`src/hdl/sgm_ram.sv`:
```
`timescale 1ns / 1ps

module sgm_ram #(
  parameter int WIDTH = 8,
  parameter int DEPTH = 256
) (
  input  logic                     clk,
  input  logic                     we,
  input  logic [$clog2(DEPTH)-1:0] waddr,
  input  logic [WIDTH-1:0]         wdata,
  input  logic [$clog2(DEPTH)-1:0] raddr,
  output logic [WIDTH-1:0]         rdata
);

  logic [WIDTH-1:0] mem [DEPTH];

  always_ff @(posedge clk) begin
    if (we) begin
      mem[waddr] <= wdata;
    end
    rdata <= mem[raddr];
  end

endmodule

```
`config.mk`:
```
export PLATFORM = sky130hd
export DESIGN_NAME = sgm_ram
export DESIGN_NICKNAME = d
export VERILOG_FILES = /design/src/hdl/sgm_ram.sv
export SDC_FILE = /design/constraint.sdc
export NUM_CORES = 2
export LEC_CHECK = 0
export BUFFER_PORTS_ARGS = -buffer_cell sky130_fd_sc_hd__buf_2
export CORE_UTILIZATION = 33
export DETAILED_ROUTE_END_ITERATION = 12
export PLACE_DENSITY = 0.61
export SLEW_MARGIN = 25
export SYNTH_ARGS = -nofsm -noshare
export SYNTH_HDL_FRONTEND = slang
export SYNTH_SLANG_ARGS = --single-unit
```
`constraint.sdc`:
```
create_clock -name clk -period 1.8 [get_ports clk]
set_input_delay 0 -clock clk [delete_from_list [all_inputs] [get_ports clk]]
set_output_delay 0 -clock clk [all_outputs]
set_load 0.1 [all_outputs]
```
After elaboration in Yosys (flattened, before gate mapping) --
Memory sizes are Yosys's and may differ from the RTL's. A register that Yosys moved wholly into a read port is not among the register bits. Cells that the tools add are included.
Cells by class: multiplexer cells 2
Operator list (number):
- 1-bit 2-to-1 mux | 2
Word-level totals: bits in registers 0, memory bits (writable) 2048, input port bits 26, output and inout port bits 8, logic and storage cells 3, memories 1
Memories:
- mem | words 256, width 8, rd ports 1, clocked after memory_dff 1, write ports 1, RTL line 15 | logic [WIDTH-1:0] mem [DEPTH];

Depth between registers and ports, before layout --
depth after elaboration 2, gate-level depth with buffers 11, gate-level depth less buffers 6

Least setup slack after synthesis --
No wires, ideal clock.
kind input port to flip-flop, start input port raddr[0], end register rdata[2], read port of mem, library setup time 0.131 ns, arrival 1.807 ns, required time 1.669 ns, path slack -0.138 ns, stages 9, path buffers 4, path through buf_6 buf_12 buf_8 buf_2 mux4_2 a22oi_1 a21oi_1 nor4_1 nor4_2
RTL lines:
- start, declared | RTL line 11 | input logic [$clog2(DEPTH)-1:0] raddr,
- end, declared | RTL line 12 | output logic [WIDTH-1:0] rdata

==> flow_metrics.py <==
metrics = {
    "outcome": {
        "outcome": "complete, but fails checks",
        "violations": "negative setup slack",
    },
    "timing": {
        "setup_violations": 8,
        "worst_clock_skew_ps": 31.6,
        "rsz0062_at_grt": "true",
        "maxSlewViolCount": 0,
        "tns_ps": -2830,
        "min_period_ps": 2240,
        "slew_headroom_pct": 44.3,
        "period_share_pct": 124,
        "hold_ws_ps": 43.2,
        "fmax_mhz": 447,
        "worstMarginPinSlew_ps": 836,
        "setup_ws_ps": -435,
        "final_hold_viol_count": 0,
    },
    "grt": {
        "grt_max_degree": 97,
        "first_global_vias": 41500,
        "antenna_found_initial": 8,
        "grt_pass1_wl_um": 299000,
        "grt_util_all_layers_pct": 16.9,
        "grt-ovfl-total": 0,
    },
    "routing": {
        "ant_nets": 0,
        "wl_um": 207000,
        "remaining_drc_errors": 0,
        "wire_per_inst_um": 26.5,
        "vias_per_cell": 5.25,
        "dr_total_vias": 41000,
        "dr.pass1.iters": 6,
        "routed-wl-met2_um": 99700,
        "met3_length_um": 16200,
        "top_layer_used": "met5",
        "drt-met1-wl_um": 85800,
        "drt-initial-drc-count": 4477,
    },
    "cts": {
        "cts_root_buf": "clkbuf_16",
        "clk_latency_ps": 840,
        "clock_sinks": 2056,
        "numCtsBuffers": 198,
        "post_cts_buffers": 0,
        "cts_buffer_depth": 3,
        "cts_tree": "done",
        "clk_pin_slew_ps": 60,
        "htree_levels": 4,
    },
    "hold_path": {
        "holdCritPathClass": "primary input to flop",
    },
    "worst_setup_path": {
        "crit_type": "flop to flop",
        "endpoint_kind": "flop",
        "critPathSlowestCell": "mux4_2",
        "worstPathRequired_ps": 2510,
        "crit_top_cell": "mux4_2",
        "path_cells": "mux4_2 > mux4_2 > nor2b_4 > nor4_4 > buf_4 > nor4_1",
        "slowest_delay_ps": 550,
        "cp_max_fo": 1,
        "critPathBufInv": 1,
        "cp_data_arrival_time_ps": 2940,
        "cp_top_family": "multiplexers",
        "start_kind": "flop",
    },
    "logic_synthesis": {
        "ys_top_cells_by_area": "edfxtp_1, mux4_2, mux2i_1",
        "syn_nets": 3759,
        "syn_area_per_cell_um2": 21.3,
        "ys_types": 55,
        "seq_area_frac_synth_pct": 77.5,
        "synthArstFlopShare_pct": 0,
        "yosysMostFrequentCell": "edfxtp_1",
        "synth_edf_count": 2048,
        "ys.flop_type": "edfxtp_1",
        "yosys-top-cells-count": "edfxtp_1, mux4_2, nor2_1, mux2i_1, a22oi_1",
        "yosysTopAreaCell": "edfxtp_1",
        "ys_ff_latch": 2056,
        "syn-cell-area_um2": 79600,
        "synth_cells": 3733,
        "ys_warn_count": 0,
        "synth_top_area_share_pct": 77.3,
    },
    "floorplan": {
        "start_util_pct": 33.3,
        "die_w_um": 493,
        "fp.dieH_um": 493,
        "dieArea_um2": 243000,
        "rows": 179,
        "ios": 34,
        "coreArea_um2": 239000,
    },
    "layout": {
        "final_net_count": 4517,
        "post-route-util_pct": 40.3,
        "drive_gt1_share_pct": 34.3,
        "fin_cells": 7816,
        "synthToLayoutAreaGrowth_pct": 20.8,
    },
    "pwr": {
        "pwr-share-comb_pct": 6.1,
        "power_frac_clock_pct": 40.9,
        "cellPowerDensity_nw_per_um2": 1040,
        "ir_worst_vdd_mv": 0.802,
        "cellLeakagePower_nw": 30.9,
        "p_switching_mw": 21.7,
        "switching_share_pct": 21.7,
        "seq_power_share_pct": 53.0,
        "p_int_mw": 78.0,
    },
    "place": {
        "port_buffers": 33,
        "dp_hpwl_um": 136000,
        "dp.cells": 7441,
        "dpl_worst_slack_ps": -1300,
        "gp_congestion": 0.835,
    },
    "run": {
        "maxCapViolCount": 0,
    },
}
## flip-flops by register name, summed over array words and instances (netlist names)
| signal | cells |
|---|---|
| rdata | 8 |
| mem | 2048 |
## kinds of logic after synthesis
group	after synthesis	share of synthesized area, %
muxes	591	14.6
DFF	2056	77.5
buffers and inverters	235	1.83
AOI/OAI and AO/OA	385	3.42
and+or+nand+nor	466	2.63
## routing by layer
layer  up-vias  track usage, %
met5         -               0
met4         2            4.52
met3       303            3.37
met2      1710            27.2
met1     21800            23.3
li1      17200               -
## power by group through the flow
stage / logic, mW / registers, mW / clock network, mW
final: 6.09 / 52.9 / 40.7
after global routing: 6.40 / 52.9 / 43.1
after CTS: 6.13 / 52.9 / 41.5
after detailed placement: 5.92 / 53.9 / 0
after global placement: 5.86 / 53.9 / 0
after floorplan: 2.64 / 54.1 / 0
## layout by cell type, fill, tap and decap left out, types with 18 or more instances in the layout
master,n
nand2_1,33
a21oi_1,93
edfxtp_1,2048
mux2i_1,134
o22ai_1,28
a22oi_1,129
buf_12,93
clkinv_2,37
clkinv_1,41
nand3_1,33
buf_4,649
clkbuf_1,32
o221ai_1,44
nor2_1,277
dlygate4sd3_1,18
clkbuf_16,201
mux4_2,455
nor2b_1,24
## what timing repair did
item                                    in CTS  in global routing
pin swaps                                   34                 18
endpoints found under the hold margin     1903                  0
hold buffers                                18                  0
endpoints found under the setup margin      16                 20
gates resized for setup                     74                 17
## through the flow
step / cell area (µm²) / total power, mW
5_1_grt: 96100 / 102
6_report: 96100 / 99.7
3_3_place_gp: 89100 / 59.8
4_1_cts: 96000 / 100
3_5_place_dp: 89100 / 59.8
2_1_floorplan: 79800 / 56.7
## layout make-up
cell class / instances / area (µm²)
inverters: 2 / 7.51
diodes: 4 / 10.0
clock inverters: 119 / 1140
well taps: 3167 / 3960
multi-input cells: 1442 / 16900
clock buffers: 235 / 5180
repair buffers: 791 / 7220
fillers: 21100 / 143000
flip-flops and latches: 2056 / 61700
## worst paths after layout
path / from / endpoint / slack, ps / cells past startpoint
setup reg to reg: mem[67][7] / rdata[7] / -440 / 6
hold / removal: wdata[4] / mem[100][4] / 40 / 2
setup / recovery: mem[67][7] / rdata[7] / -440 / 6
hold reg to reg: mem[41][3] / rdata[3] / 1130 / 7
Power figures use the tool's default switching activity.
