File: src/hdl/sgm_pkg.sv
`timescale 1ns / 1ps

package sgm_pkg;

  // Line store geometry.
  localparam int MAX_WIDTH = 2048;
  localparam int ADDR_W    = $clog2(MAX_WIDTH);

  // Field and register widths.
  localparam int PIX_W = 8;
  localparam int CFG_W = 12;

  localparam logic [CFG_W-1:0] RESET_WIDTH = CFG_W'(640);
  localparam logic [CFG_W-1:0] MIN_WIDTH   = CFG_W'(3);
  localparam logic [CFG_W-1:0] MAX_WIDTH_C = CFG_W'(MAX_WIDTH);

  // Gradient arithmetic.
  localparam int SUM_W = 10;  // weighted sum of one row or column of three pixels
  localparam int GRD_W = 11;  // signed gradient
  localparam int SQ_W  = 20;  // square of one gradient
  localparam int ACC_W = 21;  // sum of both squares
  localparam int SC_W  = 23;  // three times that sum

  // Square root unit: 16-bit radicand, one result bit per step.
  localparam int RAD_W      = 16;
  localparam int RT_STEPS   = RAD_W / 2;
  localparam int RT_STEP_W  = $clog2(RT_STEPS);

  localparam logic [SC_W-1:0]  SAT_LIMIT = SC_W'(65025);
  localparam logic [PIX_W-1:0] MAG_MAX   = PIX_W'(255);

  typedef struct packed {
    logic             start;
    logic [RAD_W-1:0] radicand;
  } sgm_root_req_t;

  typedef struct packed {
    logic             done;
    logic [PIX_W-1:0] root;
  } sgm_root_rsp_t;

endpackage

File: src/hdl/sgm_sqrt.sv
`timescale 1ns / 1ps

module sgm_sqrt (
  input  logic                   clk,
  input  logic                   rst,
  input  sgm_pkg::sgm_root_req_t req,
  output sgm_pkg::sgm_root_rsp_t rsp
);
  import sgm_pkg::*;

  logic                 busy;
  logic                 done;
  logic [RT_STEP_W-1:0] step;
  logic [RAD_W-1:0]     rem;
  logic [RAD_W-1:0]     root;
  logic [RAD_W-1:0]     bitv;
  logic [RAD_W:0]       trial;
  logic                 fits;

  // Classic digit-by-digit root: bit walks down through the even powers of two.
  always_comb begin
    bitv  = RAD_W'(1) << {step, 1'b0};
    trial = {1'b0, root} + {1'b0, bitv};
    fits  = {1'b0, rem} >= trial;
  end

  always_ff @(posedge clk) begin
    if (rst) begin
      busy <= 1'b0;
      done <= 1'b0;
    end else begin
      done <= 1'b0;
      if (req.start) begin
        rem  <= req.radicand;
        root <= '0;
        step <= RT_STEP_W'(RT_STEPS - 1);
        busy <= 1'b1;
      end else if (busy) begin
        if (fits) begin
          rem  <= rem - trial[RAD_W-1:0];
          root <= (root >> 1) + bitv;
        end else begin
          root <= root >> 1;
        end
        if (step == '0) begin
          busy <= 1'b0;
          done <= 1'b1;
        end else begin
          step <= step - 1'b1;
        end
      end
    end
  end

  assign rsp.done = done;
  assign rsp.root = root[PIX_W-1:0];

endmodule

File: config.mk
export PLATFORM = sky130hd
export DESIGN_NAME = sgm_sqrt
export DESIGN_NICKNAME = d
export VERILOG_FILES = /design/src/hdl/sgm_pkg.sv /design/src/hdl/sgm_sqrt.sv
export SDC_FILE = /design/constraint.sdc
export NUM_CORES = 1
export LEC_CHECK = 0
export ABC_AREA = 0
export BUFFER_PORTS_ARGS = -buffer_cell sky130_fd_sc_hd__buf_2
export CAP_MARGIN = 20
export CELL_PAD_IN_SITES_DETAIL_PLACEMENT = 0
export CELL_PAD_IN_SITES_GLOBAL_PLACEMENT = 1
export CORE_ASPECT_RATIO = 1.1
export CORE_MARGIN = 2
export CORE_UTILIZATION = 40
export DETAILED_ROUTE_END_ITERATION = 10
export PLACE_DENSITY_LB_ADDON = 0.1
export SYNTH_ARGS = -nofsm -noshare
export SYNTH_HDL_FRONTEND = slang
export SYNTH_SLANG_ARGS = --single-unit
export TNS_END_PERCENT = 50
File: constraint.sdc
create_clock -name clk -period 4.8 [get_ports clk]
set_input_delay 0.24 -clock clk [delete_from_list [all_inputs] [get_ports clk]]
set_output_delay 0.24 -clock clk [all_outputs]
set_load 0.005 [all_outputs]
Word-level counts from Yosys, hierarchy flattened. Cells that the tools add are included.

Reductions and logical operators: 7. Bitwise operators: 2. Multiplexer cells: 11. Add/subtract/negate cells: 4. Eq/ne operators: 1. Shifts and indexed selects: 1. Magnitude comparators: 1.

Operators with widths (count): 2-to-1 mux 16 bit (5); adder 16 x 16 -> 17 bit (1); >= comparator 16 x 17 -> 1 bit (1); adder 15 x 16 -> 16 bit (1); left shift 1 x 4 -> 16 bit (first input constant) (1); subtractor 16 bit (1); 2-to-1 mux 3 bit (2); AND reduction 3 bit (2); 2-to-1 mux 1 bit (4); nonzero test 2 bit (2); zero test 3 bit (1); OR reduction 3 bit (1); subtractor 3 x 1 -> 3 bit (second input constant) (1); != test 2 bit (second input constant) (1); inverter 1 bit (2); AND reduction 2 bit (1).

Flip-flop bits (word level): 37. Output and inout port bits: 9. Word-level logic and storage cells: 32. Input port bits: 19.

Depth between registers and ports, before layout.
Depth after elaboration: 6. Depth in mapped cells: 21.

Worst setup path before layout. No wires, ideal clock.

Path type: reg2reg. From: reg step[0]. To: reg root[11] (data pin). Setup slack: 367 ps. Library setup time: 262 ps. Path buffers: 2. Cell stages (with the launch flop): 22. Data required time: 4538 ps. Arrival: 4171 ps. Cells stage by stage: edfxtp_1 > inv_1 > ha_1 > nor2b_1 > ha_1 > ha_1 > a22oi_1 > nor2_1 > o2111ai_1 > a31oi_1 > o21ai_0 > xor2_1 > ha_1 > clkbuf_1 > a21o_1 > a21o_1 > a211oi_1 > a21oi_1 > or2_2 > clkbuf_1 > nand4_1 > mux2_1.

Longest elaborated chain between the ends: 5.

RTL lines: start, declared (RTL line sgm_sqrt.sv:13) `logic [RT_STEP_W-1:0] step;`; start signal, assigned (RTL line sgm_sqrt.sv:36) `step <= RT_STEP_W'(RT_STEPS - 1);`; start signal, assigned (RTL line sgm_sqrt.sv:49) `step <= step - 1'b1;`; left shift 1 x 4 -> 16 bit (*) (RTL line sgm_sqrt.sv:22) `bitv = RAD_W'(1) << {step, 1'b0};`; adder 16 x 16 -> 17 bit (RTL line sgm_sqrt.sv:23) `trial = {1'b0, root} + {1'b0, bitv};`; >= comparator 16 x 17 -> 1 bit (RTL line sgm_sqrt.sv:24) `fits = {1'b0, rem} >= trial;`; 2-to-1 mux 16 bit (*) (RTL line sgm_sqrt.sv:39) `if (fits) begin`; 2-to-1 mux 16 bit (*) (RTL line sgm_sqrt.sv:38) `end else if (busy) begin`; end signal, assigned (RTL line sgm_sqrt.sv:41) `root <= (root >> 1) + bitv;`; end signal, assigned (RTL line sgm_sqrt.sv:43) `root <= root >> 1;`; end, declared (RTL line sgm_sqrt.sv:15) `logic [RAD_W-1:0] root;`.

Every way passes the cells marked *; elsewhere a longest branch is shown, timed or not. The select of a mux whose other input is x is not followed. A chain may end at the register's enable or synchronous reset.

Worst setup path in the final report.
From: reg step[1]. To: reg root[9] (data pin).

The elaborated chain is that of the path after synthesis.

==> qor.yml <==
placement:
  place.gp.congestion: 0.8128
  port_buffers: 27
  hpwl_um: 6769
  place_inst: 533
  dpl_cell_area_um2: 3889
floorplanning:
  dieArea_um2: 10040
  pin_count: 28
  core-area_um2: 8919
  die_w_um: 95.72
  die_h_um: 104.9
  row_count: 36
  start_util: 0.4150
finish:
  drive_above_1_share: 0.2005
  antenna-diode-count: 0
  final_cell_mix: "35 x nand2_1, 35 x edfxtp_1, 30 x ha_1"
  area_growth_pct: 12.64
  design_area_um2: 4169
  finish.net_count: 486
  fin_cells: 548
synth:
  synth_cell_types: 62
  ys_dominant_reg_cell: "edfxtp_1"
  syn-num-nets: 465
  yosysTopAreaCell: "edfxtp_1"
  syn_inst: 412
  yosysWarnings: 0
  synth_top_family_by_area: "simple AND/OR/NAND/NOR gates"
  synth_top_area_share: 0.2840
  synthArstFlopShare: 0
  synth_edf_count: 35
  synth_fa_ha_area_frac: 0.1312
  postSynthAreaPerCell_um2: 8.983
  synth_simple_gate_area_frac: 0.2052
  netlist_top_cells_area: "edfxtp_1 28%, ha_1 11%, xnor2_1 4.7%"
  syn-cell-area_um2: 3701
  synth_seq_cells: 37
  synthXorXnorAreaFrac: 0.08283
  seq_area_frac_synth: 0.2948
  synth.mux.area_fraction: 0.03347
  synth_compound_gate_area_share: 0.1863
timing:
  slew_headroom: 0.4788
  min_period_ns: 4.606
  final-hold-violation-count: 0
  finalCritPeriodShare: 0.9596
  worstMarginPinSlew_ns: 0.7789
  max_freq_mhz: 217.1
  drv_slew: 0
  setup_viol: 0
  finalClockSkew_ns: 0.009951
job:
  drv_cap: 0
critical_path:
  crit_path_top_delay_cell: "o41ai_4"
  cpPeakStageDelay_ns: 0.50
  critical_path.most_common_cell: "ha_1"
  end_kind: "register"
  cp_max_fo: 6
  worst_ep_required_time_ns: 4.85
  path_cells: "inv_1 -> ha_1 -> nor2b_4 -> ha_2 -> nand3_1 -> a211oi_2 -> maj3_2 -> a21oi_1 -> o41ai_4 -> buf_4 -> xnor2_1 -> ha_1 -> and4_1 -> o211ai_1 -> a21oi_4 -> nor2_4 -> nor4_1 -> mux2_1"
  critPathArrivalTime_ns: 4.66
  start_kind: "register"
  criticalPathCategory: "register to register"
global_routing:
  grt_start_max_net_pins: 63
  grt_usage: 0.1899
  antenna_found_initial: 0
  grt_overflow_total: 0
  grt_pass1_vias: 2973
  grt_pass1_wl_um: 15060
cts:
  cts_tree: "yes"
  insertion_delay_ns: 0.30
  clkTransAtPathRegs_ns: 0.09
  clk_path_buf_depth: 2
  ctsHoldBuffers: 0
  cts_sinks: 37
  cts_max_level: 2
  numCtsBuffers: 5
  cts_root_buf: "clkbuf_8"
detailed_routing:
  firstDrtPassIters: 4
  drc: 0
  drt_wl_total_um: 9292
  ant_nets: 0
  num_vias: 3043
  vias_per_cell: 5.553
  wl_met3_um: 228
  wl_met1_um: 4665
  wl_per_cell_um: 16.96
  top_layer: "met4"
  dr_wl_met2_um: 4300
  dr.first_iter.drc_count: 86
power:
  p_per_area_nw_per_um2: 268.7
  total_power_mw: 1.120
  ir_drop_v: 0.0001091
  p_leak_nw: 1.677
worst_hold_path:
  hold_path.class: "input port to register"
run_status:
  status: "completed"
==> critical path, delay by kind of cell (launching register included) <==
| family | cells | cell delay (ns) |
|---|---|---|
| and+or+nand+nor | 5 | 0.90 |
| buffers and inverters | 2 | 0.29 |
| muxes | 1 | 0.35 |
| adders and majority gates | 4 | 1.01 |
| AOI/OAI and AO/OA | 5 | 1.32 |
| xor gates and xnor gates | 1 | 0.07 |
| DFF | 1 | 0.39 |
==> Yosys cell counts, types with 5 or more instances <==
library cell,instances
nor4_1,10
edfxtp_1,35
a211oi_1,6
and2_1,7
nor3_1,6
nand3_1,10
nand2_1,36
xnor2_1,20
a21o_1,8
nor2b_1,13
clkbuf_1,11
ha_1,33
buf_4,9
mux2_1,9
nand2b_1,5
nor2_1,29
inv_1,16
a31oi_1,12
o21ai_0,18
nand4_1,8
xor2_1,15
a21oi_1,21
==> kinds of logic (layout without fill, tap and decap cells) <==
kind of cell               count (synthesis)  count (layout)
and+or+nand+nor                          144             145
AOI/OAI and AO/OA                         99              99
buffers and inverters                     47              68
adders and majority gates                 39              39
DFF                                       37              37
xor gates and xnor gates                  35              35
muxes                                     11              11
==> routing by layer <==
metal	vias to the layer above	track usage
met5	-	0
met4	0	0.04082
met3	9	0.02740
met2	38	0.2942
met1	1444	0.2788
li1	1552	-
==> final timing paths <==
path              startpoint      end  slack, ns  depth (start not counted)
setup / recovery     step[1]  root[9]       0.19                         18
hold / removal           rst     busy       0.14                          2
setup reg to reg     step[1]  root[9]       0.19                         18
hold reg to reg         busy     done       0.52                          1
==> state kept, by name, indices dropped and copies added, names as in the netlist <==
signal,flops
busy,1
done,1
rem,16
root,16
step,3
==> area by class of cell <==
| class | instances | area, um2 |
|---|---|---|
| fillers | 935 | 4750 |
| multi-input cells | 329 | 2517 |
| flip-flops and latches | 37 | 1091 |
| repair buffers | 44 | 275.3 |
| well taps | 114 | 142.6 |
| clock buffers | 6 | 72.57 |
| inverters | 16 | 60.06 |
| clock inverters | 2 | 10.01 |
==> power breakdown <==
group / switching, mW / internal (mW)
sequential: 0.0282 / 0.398
combinational: 0.264 / 0.203
clock: 0.126 / 0.101
==> per-stage QoR <==
stage	hold slack (ns)	worst slack, ns	utilization	setup TNS (ns)
after floorplan	0.3193	0.3670	-	0
final	0.1449	0.1940	0.4675	0
after detailed placement	0.4644	-0.08085	0.4360	-1.841
after global routing	0.1622	-0.01549	0.4675	-0.1633
after CTS	0.1414	0.008630	0.4467	0
after global placement	0.4557	-0.1072	0.4360	-2.171
==> what timing repair did <==
action | 4_1_cts | 5_1_grt
setup buffers | 0 | 6
setup endpoints to repair | 29 | 34
pin swaps | 0 | 11
endpoints found under the hold margin | 0 | 0
gates cloned | 0 | 1
resized for setup | 4 | 25
No activity file was read; power rests on OpenSTA's default activity.
